[src/rtl/smt_pkg.sv]
// Shared types and constants for the sliding median time block.
// No dependencies; every other file imports this package.
package smt_pkg;

    localparam int unsigned WINDOW_DEFAULT = 11;
    localparam int unsigned TIME_W         = 32;
    localparam int unsigned USED_W         = 4;

    typedef enum logic [2:0] {
        ST_IDLE = 3'b001,
        ST_SCAN = 3'b010,
        ST_PICK = 3'b100
    } smt_state_t;

    typedef struct packed {
        logic accept;
        logic step;
        logic pick;
        logic load;
    } smt_ctl_t;

endpackage

[src/rtl/smt_rank_bank.sv]
// Rank lanes: compare one broadcast stored time per cycle against every lane,
// count ranks, then pick the lane whose rank equals the middle index.
// Depends on smt_pkg.
module smt_rank_bank
    import smt_pkg::*;
#(
    parameter int unsigned WINDOW = WINDOW_DEFAULT,
    parameter int unsigned IDX_W  = 4,
    parameter int unsigned CNT_W  = 4
)
(
    input  logic              clk,
    input  logic              rst_n,
    input  smt_ctl_t          ctl,
    input  logic [IDX_W-1:0]  scan_idx,
    input  logic [CNT_W-1:0]  fill,
    input  logic [TIME_W-1:0] entries [WINDOW],
    output logic [TIME_W-1:0] median
);

    logic [TIME_W-1:0] bval;
    logic [IDX_W-1:0]  mid_rank;
    logic [IDX_W-1:0]  rank_reg [WINDOW];
    logic [WINDOW-1:0] lane_valid;
    logic [WINDOW-1:0] match;

    assign bval     = entries[scan_idx];
    assign mid_rank = IDX_W'(fill >> 1);

    for (genvar i = 0; i < WINDOW; i++) begin : g_lane
        logic ahead;

        assign lane_valid[i] = (CNT_W'(i) < fill);
        // ties break on slot index so every kept value gets a distinct rank
        assign ahead = (bval < entries[i]) ||
                       ((bval == entries[i]) && (scan_idx < IDX_W'(i)));
        assign match[i] = lane_valid[i] && (rank_reg[i] == mid_rank);

        always_ff @(posedge clk)
        begin
            if (ctl.accept)
            begin
                rank_reg[i] <= '0;
            end
            else if (ctl.step && lane_valid[i] && ahead)
            begin
                rank_reg[i] <= rank_reg[i] + 1'b1;
            end
        end
    end

    always_comb
    begin
        median = '0;
        for (int i = 0; i < WINDOW; i++)
        begin
            if (match[i])
            begin
                median = median | entries[i];
            end
        end
    end

    a_one_match: assert property (@(posedge clk) disable iff (!rst_n)
        ctl.pick |-> $onehot(match))
        else $error("rank bank: median lane not unique");

endmodule

[src/rtl/smt_ctrl.sv]
// Sequencer: accept a beat, step the scan index over the kept entries,
// then hand the picked median to the output register.
// Depends on smt_pkg.
module smt_ctrl
    import smt_pkg::*;
#(
    parameter int unsigned IDX_W = 4
)
(
    input  logic             clk,
    input  logic             rst_n,
    input  logic             in_valid,
    input  logic             out_free,
    input  logic [IDX_W-1:0] last_idx,
    output logic             busy,
    output logic [IDX_W-1:0] scan_idx,
    output smt_ctl_t         ctl
);

    smt_state_t       state_reg;
    smt_state_t       state_next;
    logic [IDX_W-1:0] idx_reg;
    logic [IDX_W-1:0] idx_next;

    always_comb
    begin
        state_next = state_reg;
        idx_next   = idx_reg;
        ctl        = '0;
        unique case (state_reg)
            ST_IDLE:
            begin
                if (in_valid)
                begin
                    ctl.accept = 1'b1;
                    idx_next   = '0;
                    state_next = ST_SCAN;
                end
            end
            ST_SCAN:
            begin
                ctl.step = 1'b1;
                if (idx_reg == last_idx)
                begin
                    state_next = ST_PICK;
                end
                else
                begin
                    idx_next = idx_reg + 1'b1;
                end
            end
            ST_PICK:
            begin
                ctl.pick = 1'b1;
                if (out_free)
                begin
                    ctl.load   = 1'b1;
                    state_next = ST_IDLE;
                end
            end
            default:
            begin
                state_next = ST_IDLE;
            end
        endcase
    end

    always_ff @(posedge clk or negedge rst_n)
    begin
        if (!rst_n)
        begin
            state_reg <= ST_IDLE;
            idx_reg   <= '0;
        end
        else
        begin
            state_reg <= state_next;
            idx_reg   <= idx_next;
        end
    end

    assign busy     = (state_reg != ST_IDLE);
    assign scan_idx = idx_reg;

    a_scan_in_range: assert property (@(posedge clk) disable iff (!rst_n)
        (state_reg == ST_SCAN) |-> (idx_reg <= last_idx))
        else $error("ctrl: scan index past last kept entry");

    a_accept_starts_scan: assert property (@(posedge clk) disable iff (!rst_n)
        ctl.accept |=> ((state_reg == ST_SCAN) && (idx_reg == '0)))
        else $error("ctrl: accepted beat did not start a scan");

endmodule

[src/rtl/sliding_median_time_core.sv]
// Top level of the sliding median time block: window store, fill and slot
// counters, output register. Depends on smt_pkg, smt_ctrl, smt_rank_bank.
//
//  channel   dir  handshake                  payload
//  time      in   time_valid / time_stall    block_time[31:0]
//  median    out  median_valid / median_stall median_time[31:0], values_used[3:0]
//
// Each time beat is stored in the cycle it is accepted; then each of the n kept
// timestamps (n counted after the new beat is stored) is broadcast in turn to
// the rank lanes, and then the middle rank is picked into the output register.
// time_stall is high from acceptance until the median is loaded; a median
// waiting under median_stall holds the pick cycle until the register frees.
// Reset clears the fill count, write slot and sequencer; the window store
// is not cleared, since the fill count keeps unwritten slots out of the scan.
module sliding_median_time_core
    import smt_pkg::*;
#(
    parameter int unsigned WINDOW = WINDOW_DEFAULT
)
(
    input  logic              clk,
    input  logic              rst_n,
    input  logic              time_valid,
    output logic              time_stall,
    input  logic [TIME_W-1:0] block_time,
    output logic              median_valid,
    input  logic              median_stall,
    output logic [TIME_W-1:0] median_time,
    output logic [USED_W-1:0] values_used
);

    localparam int unsigned CNT_W = $clog2(WINDOW + 1);
    localparam int unsigned IDX_W = (WINDOW > 1) ? $clog2(WINDOW) : 1;

    smt_ctl_t          ctl;
    logic              busy;
    logic [IDX_W-1:0]  scan_idx;
    logic [IDX_W-1:0]  last_idx;
    logic              out_free;
    logic [TIME_W-1:0] median;

    logic [TIME_W-1:0] time_window_reg [WINDOW];
    logic [CNT_W-1:0]  fill_reg;
    logic [CNT_W-1:0]  fill_next;
    logic [IDX_W-1:0]  write_slot_reg;
    logic [IDX_W-1:0]  write_slot_next;

    logic              median_valid_reg;
    logic [TIME_W-1:0] median_time_reg;
    logic [USED_W-1:0] values_used_reg;

    // saturate the fill count at the window size, wrap the write slot
    assign fill_next       = (fill_reg == CNT_W'(WINDOW)) ? fill_reg : fill_reg + 1'b1;
    assign write_slot_next = (write_slot_reg == IDX_W'(WINDOW - 1)) ? '0
                                                                     : write_slot_reg + 1'b1;
    // fill is at least one whenever the scan runs
    assign last_idx        = IDX_W'(fill_reg - 1'b1);
    assign out_free        = !median_valid_reg || !median_stall;

    smt_ctrl #(
        .IDX_W (IDX_W)
    ) u_ctrl (
        .clk      (clk),
        .rst_n    (rst_n),
        .in_valid (time_valid),
        .out_free (out_free),
        .last_idx (last_idx),
        .busy     (busy),
        .scan_idx (scan_idx),
        .ctl      (ctl)
    );

    smt_rank_bank #(
        .WINDOW (WINDOW),
        .IDX_W  (IDX_W),
        .CNT_W  (CNT_W)
    ) u_rank_bank (
        .clk      (clk),
        .rst_n    (rst_n),
        .ctl      (ctl),
        .scan_idx (scan_idx),
        .fill     (fill_reg),
        .entries  (time_window_reg),
        .median   (median)
    );

    // overwrite the oldest slot with the new beat
    always_ff @(posedge clk)
    begin
        if (ctl.accept)
        begin
            time_window_reg[write_slot_reg] <= block_time;
        end
    end

    always_ff @(posedge clk or negedge rst_n)
    begin
        if (!rst_n)
        begin
            fill_reg       <= '0;
            write_slot_reg <= '0;
        end
        else if (ctl.accept)
        begin
            fill_reg       <= fill_next;
            write_slot_reg <= write_slot_next;
        end
    end

    // output register: hold while stalled, drop once taken
    always_ff @(posedge clk or negedge rst_n)
    begin
        if (!rst_n)
        begin
            median_valid_reg <= 1'b0;
        end
        else if (ctl.load)
        begin
            median_valid_reg <= 1'b1;
        end
        else if (!median_stall)
        begin
            median_valid_reg <= 1'b0;
        end
    end

    always_ff @(posedge clk)
    begin
        if (ctl.load)
        begin
            median_time_reg <= median;
            values_used_reg <= USED_W'(fill_reg);
        end
    end

    assign time_stall   = busy;
    assign median_valid = median_valid_reg;
    assign median_time  = median_time_reg;
    assign values_used  = values_used_reg;

    a_fill_bounded: assert property (@(posedge clk) disable iff (!rst_n)
        busy |-> ((fill_reg != '0) && (fill_reg <= CNT_W'(WINDOW))))
        else $error("core: fill count out of range while busy");

endmodule

[config.mk]
export PLATFORM = sky130hd
export DESIGN_NAME = sliding_median_time_core
export DESIGN_NICKNAME = d
export VERILOG_FILES = /design/src/rtl/smt_pkg.sv /design/src/rtl/smt_rank_bank.sv /design/src/rtl/smt_ctrl.sv /design/src/rtl/sliding_median_time_core.sv
export SDC_FILE = /design/constraint.sdc
export NUM_CORES = 1
export LEC_CHECK = 0
export ABC_AREA = 1
export BUFFER_PORTS_ARGS = -buffer_cell sky130_fd_sc_hd__buf_2
export CORE_MARGIN = 8
export CORE_UTILIZATION = 40
export DETAILED_ROUTE_END_ITERATION = 10
export MAX_ROUTING_LAYER = met4
export SETUP_SLACK_MARGIN = 0.02
export SYNTH_ARGS = -nofsm -noshare
export SYNTH_HDL_FRONTEND = slang
export SYNTH_HIERARCHICAL = 1
export SYNTH_SLANG_ARGS = --single-unit
[constraint.sdc]
create_clock -name clk -period 4.65 [get_ports clk]
set_clock_uncertainty 0.15 [all_clocks]
set_input_delay 1.1625 -clock clk [delete_from_list [all_inputs] [get_ports clk]]
set_output_delay 1.1625 -clock clk [all_outputs]
set_load 0.01 [all_outputs]
==> impl_metrics.ini, run 1 <==
[drt]
routed_wl_mm = 110
vias = 24400
drc = 0
wl_per_cell_um = 26.3
drtAntennaViolNets = 0
firstDrtPassIters = 9
drtIter0Drc = 2917
viasPerCell = 5.81

[cells_and_area]
layout_commonest_cell = inv_1
final_cell_mix = 475 x inv_1, 470 x nand2_1, 432 x edfxtp_1
largest_reg_flops = 352
fin_util_pct = 45.9
fin_area_mm2 = 0.0328
layout.nets = 3599
area_growth_pct = 13.7
layout-drive-gt1-share_pct = 9.97
n_fill_cell = 6857

[global_route]
antenna_found_initial = 1
grt_use_total_pct = 26.9
grt_pass1_vias = 23200
grt_max_degree = 113
grt_pass1_wl_mm = 158
grt_overflow_total = 0

[setup_path]
endpoint_kind = flip-flop
crit_type = reg -> reg
start_kind = flip-flop
critPathRequiredTime_ns = 4.78
worst-path-max-fanout = 112
arrival_ns = 4.59

[flow_run]
drv_cap = 0

[logic_synthesis]
avgSynthCellArea_um2 = 9.38
yosysWarnings = 6
syn_inst = 3074
synth-edff-count = 432
synth_nets = 3475
synth_top_flop_cell = edfxtp_1
synth_area_mm2 = 0.0288
yosysSeqAreaShare_pct = 46.4
ys_types = 55
synth-seq-cells = 448
ys_async_sr_fraction_pct = 3.57

[timing]
fin_crit_sh_pct = 95.8
drv_slew = 0
whs_ns = 0.346
hold_viol = 0
period_minus_slack_ns = 4.45
finalSetupTns_ns = 0
rsz0062_at_grt = false
setup_viol = 0
slew_headroom_pct = 20.7
worstMarginPinSlew_ns = 1.18
fmax_mhz = 224
setup_ws_ns = 0.195

[clock_tree]
cts_setup_buffers = 0
cts_buffer_depth = 3
cts_tree = built
clkTransAtPathRegs_ns = 0.06
cts_root_buffer = clkbuf_16
cts_hold_buffers = 0
cts_sinks = 448
clk_latency_ns = 0.62
h-tree-depth = 2
cts_buffers = 51

[power]
vdd_drop_max_mv = 0.322
p_per_area_mw_per_mm2 = 495
p_leak_nw = 14.2

[floorplan]
die_x_um = 284
die-area_mm2 = 0.0809
core-area_mm2 = 0.0714
io_pins = 74
initial_core_util_pct = 40.4
die_h_um = 284
rows = 98

[hold_path]
hold_path.class = in -> async

[place]
post_dp_cell_area_mm2 = 0.0310
hpwl_mm = 76.2
dp_slack_ns = 0.0361
globalplace.congestion = 0.992
io_buffers = 73

[status]
status = complete, no violations
-- cell usage after synthesis (all sizes together), types with 15 or more instances --
master | number | area (µm²)
a211oi | 23 | 188
a21oi | 330 | 1660
a221oi | 26 | 253
buf | 45 | 249
clkbuf | 52 | 195
dfrtp | 15 | 375
edfxtp | 432 | 13000
ha | 365 | 4570
inv | 488 | 1840
nand2 | 478 | 1810
nand3 | 131 | 676
nand4 | 48 | 300
nor2 | 146 | 561
nor4 | 24 | 165
o2111ai | 40 | 350
o21ai | 185 | 926
o22ai | 135 | 870
xnor2 | 15 | 131
xor2 | 24 | 210
-- where the power goes --
part | internal, mW | total [mW] | leakage [nW] | switching, mW
combinational | 2.17 | 6.78 | 9.20 | 4.61
clock | 2.53 | 4.23 | 0.843 | 1.71
sequential | 4.93 | 5.21 | 4.13 | 0.285
total | 9.63 | 16.2 | 14.2 | 6.60
-- path summary, 6_finish.rpt --
path / startpoint / endpoint / slack, ns / cells after the start
setup / recovery: u_ctrl/scan_idx[0] / u_rank_bank/rank_reg[3][0] / 0.20 / 16
hold / removal: rst_n / write_slot_reg[0] / 0.35 / 1
setup reg to reg: u_ctrl/scan_idx[0] / u_rank_bank/rank_reg[3][0] / 0.20 / 16
hold reg to reg: median_valid / median_valid / 0.35 / 2
max in group asynchronous: rst_n / u_ctrl/scan_idx[1] / 3.66 / 1
min in group clk: median_valid / median_valid / 0.35 / 2
-- cell type report --
type                    instances  area (µm²)  area share, %
inverters                     492        1860           5.68
well taps                     950        1190           3.63
clock buffers                  63        1360           4.16
clock inverters                31         373           1.14
repair buffers                168        1290           3.94
flip-flops and latches        448       13400           40.8
multi-input cells            2037       13300           40.6
diodes                          2        5.00         0.0153
-- logic make-up after synthesis --
family	synth area share [%]
and+or+nand+nor	12.7
AOI/OAI and AO/OA	15.9
DFF	46.4
xor gates and xnor gates	1.19
buffers and inverters	7.97
adders and majority gates	15.8
-- timing repair --
| item | CTS | global route |
|---|---|---|
| pin swaps | 0 | 0 |
| gates resized for setup | 1 | 4 |
| endpoints found under the setup margin | 3 | 34 |
| endpoints found under the hold margin | 0 | 0 |
-- per-stage QoR --
| stage | cells | total power, mW |
|---|---|---|
| 6_report | 4191 | 16.2 |
| 5_1_grt | 4191 | 17.1 |
| 4_1_cts | 4189 | 16.1 |
| 3_5_place_dp | 4095 | 11.9 |
| 3_3_place_gp | 4095 | 11.9 |
| 2_1_floorplan | 3074 | 9.35 |
-- worst max-delay path, cell delays in order, from the launching register on --
cell	delay [ns]
dfrtp_4	0.58
buf_12	0.41
a21oi_1	0.13
o21ai_0	0.09
nand2_1	0.08
nand2_1	0.07
nand3_1	0.23
buf_4	0.26
ha_1	0.30
nand4_1	0.14
nor4_1	0.37
inv_1	0.17
nor4_2	0.38
nand4_1	0.26
nand2_1	0.17
nand2_1	0.06
nand2_1	0.17
-- per-layer routing --
metal  GRT usage [%]  vias to the layer above  share of wire (%)
li1                -                    11200                  -
met1            33.9                    11500                 41
met2            42.8                     1325                 46
met3            4.60                      311                9.0
met4            10.8                        0                4.6
met5               -                        -                  0
Note: power is estimated with default switching activity, not from simulation.
==> run 2, diff against run 1 <==
Settings changed: CORE_UTILIZATION 40 to 55, PLACE_DENSITY set to 0.74.
==> impl_metrics.ini, run 2 (same netlist as run 1, synthesis figures left out) <==
[status]
status = complete, no violations

[global_route]
grt_pass1_wl_mm = 161
grt_overflow_total = 0
grt_max_degree = 74
antenna_found_initial = 4
grt_pass1_vias = 24400
grt_use_total_pct = 37.4

[clock_tree]
cts_buffers = 50
h-tree-depth = 2
cts_buffer_depth = 3
cts_sinks = 448
cts_root_buffer = clkbuf_16
cts_tree = built
clk_latency_ns = 0.61
cts_hold_buffers = 0
clkTransAtPathRegs_ns = 0.06

[floorplan]
io_pins = 74
die-area_mm2 = 0.0600
die_h_um = 245
core-area_mm2 = 0.0522
die_x_um = 245
rows = 84
initial_core_util_pct = 55.2

[cells_and_area]
area_growth_pct = 12.7
seq_area_mm2 = 0.0134
n_fill_cell = 4324
layout.nets = 3625
fin_area_mm2 = 0.0325
stdcell_count = 3954
multi_input_area_mm2 = 0.0133
final_cell_mix = 475 x inv_1, 471 x nand2_1, 432 x edfxtp_1
layout_commonest_cell = inv_1
largest_reg_flops = 352
layout-drive-gt1-share_pct = 10.5

[power]
vdd_drop_max_mv = 0.464
p_leak_nw = 14.2
p_per_area_mw_per_mm2 = 504
power.total_mw = 16.4

[flow_run]
drv_cap = 0

[setup_path]
critPathRequiredTime_ns = 4.80
arrival_ns = 4.61
endpoint_kind = flip-flop
crit_type = reg -> reg
worst-r2r-cell-count = 18
start_kind = flip-flop
worst-path-max-fanout = 25

[drt]
viasPerCell = 6.43
drc = 0
vias = 25400
drtIter0Drc = 3486
drtAntennaViolNets = 0
routed_wl_mm = 112
wl_per_cell_um = 28.4
firstDrtPassIters = 11

[timing]
finalSetupTns_ns = 0
rsz0062_at_grt = false
slew_headroom_pct = 18.8
fin_crit_sh_pct = 95.8
worstMarginPinSlew_ns = 1.22
drv_slew = 0
period_minus_slack_ns = 4.46
fmax_mhz = 224
setup_viol = 0
hold_viol = 0

[place]
globalplace.congestion = 1.04
post_dp_cell_area_mm2 = 0.0308
dp.cells = 3859
hpwl_mm = 77.0
io_buffers = 73

[hold_path]
hold_path.class = in -> async
-- run 2: cell type report --
class                      instances  area share, %
sequential                       448           41.2
inverter                         492           5.71
tap                              688           2.65
antenna                            3         0.0231
timing repair buffer             195           4.37
multi-input combinational       2037           40.9
clock buffer                      61           4.04
clock inverter                    30           1.14
-- run 2: worst paths after layout --
path,slack (ns),from,to
worst min-delay path,0.35,rst_n,u_ctrl/state_reg[1]
worst max-delay path,0.19,u_ctrl/scan_idx[0],u_rank_bank/rank_reg[1][2]
max in group asynchronous,3.65,rst_n,u_ctrl/scan_idx[0]
min in group clk,0.36,median_valid,median_valid
worst min register to register,0.36,median_valid,median_valid
worst max register to register,0.19,u_ctrl/scan_idx[0],u_rank_bank/rank_reg[1][2]
-- run 2: per-layer routing --
layer	vias to the layer above	routed length [µm]	GRT usage, %
li1	11300	-	-
met1	11900	42500	47.1
met2	1756	49200	56.8
met3	475	12900	7.43
met4	0	7610	20.2
met5	-	0	-
-- run 2: repair_timing --
| item | 4_1_cts | 5_1_grt |
|---|---|---|
| resized for setup | 0 | 4 |
| setup buffers | 0 | 1 |
| endpoints found under the setup margin | 0 | 8 |
-- run 2: stage by stage --
step | util (%) | hold WS (ns) | setup WS (ns)
after detailed placement | 58.9 | 0.346 | 0.174
after global placement | 58.9 | 0.321 | 0.230
after CTS | 62.1 | 0.333 | 0.157
after global routing | 62.2 | 0.375 | 0.0479
after floorplan | - | 0.373 | 0.622
final | 62.2 | 0.348 | 0.195
-- run 2: critical path, cell delays in order (launching register included) --
cell and delay, ns:
dfrtp_4 0.57, clkinv_2 0.13, buf_4 0.29, a21oi_1 0.11, o21ai_0 0.08, nand2_1 0.07
nand2_1 0.06, nand3_1 0.45, ha_1 0.52, nand2_1 0.06, inv_1 0.09, nand3_1 0.13
nor4_1 0.71, buf_4 0.24, o21ai_0 0.10, nand3_1 0.09, nand2_1 0.07, nand3_1 0.07
nand2_1 0.13
-- run 2: where the power goes --
part | internal (mW) | leakage (nW) | switching, mW
combinational | 2.25 | 9.29 | 4.78
clock | 2.41 | 0.816 | 1.69
sequential | 4.93 | 4.13 | 0.297
total | 9.59 | 14.2 | 6.78
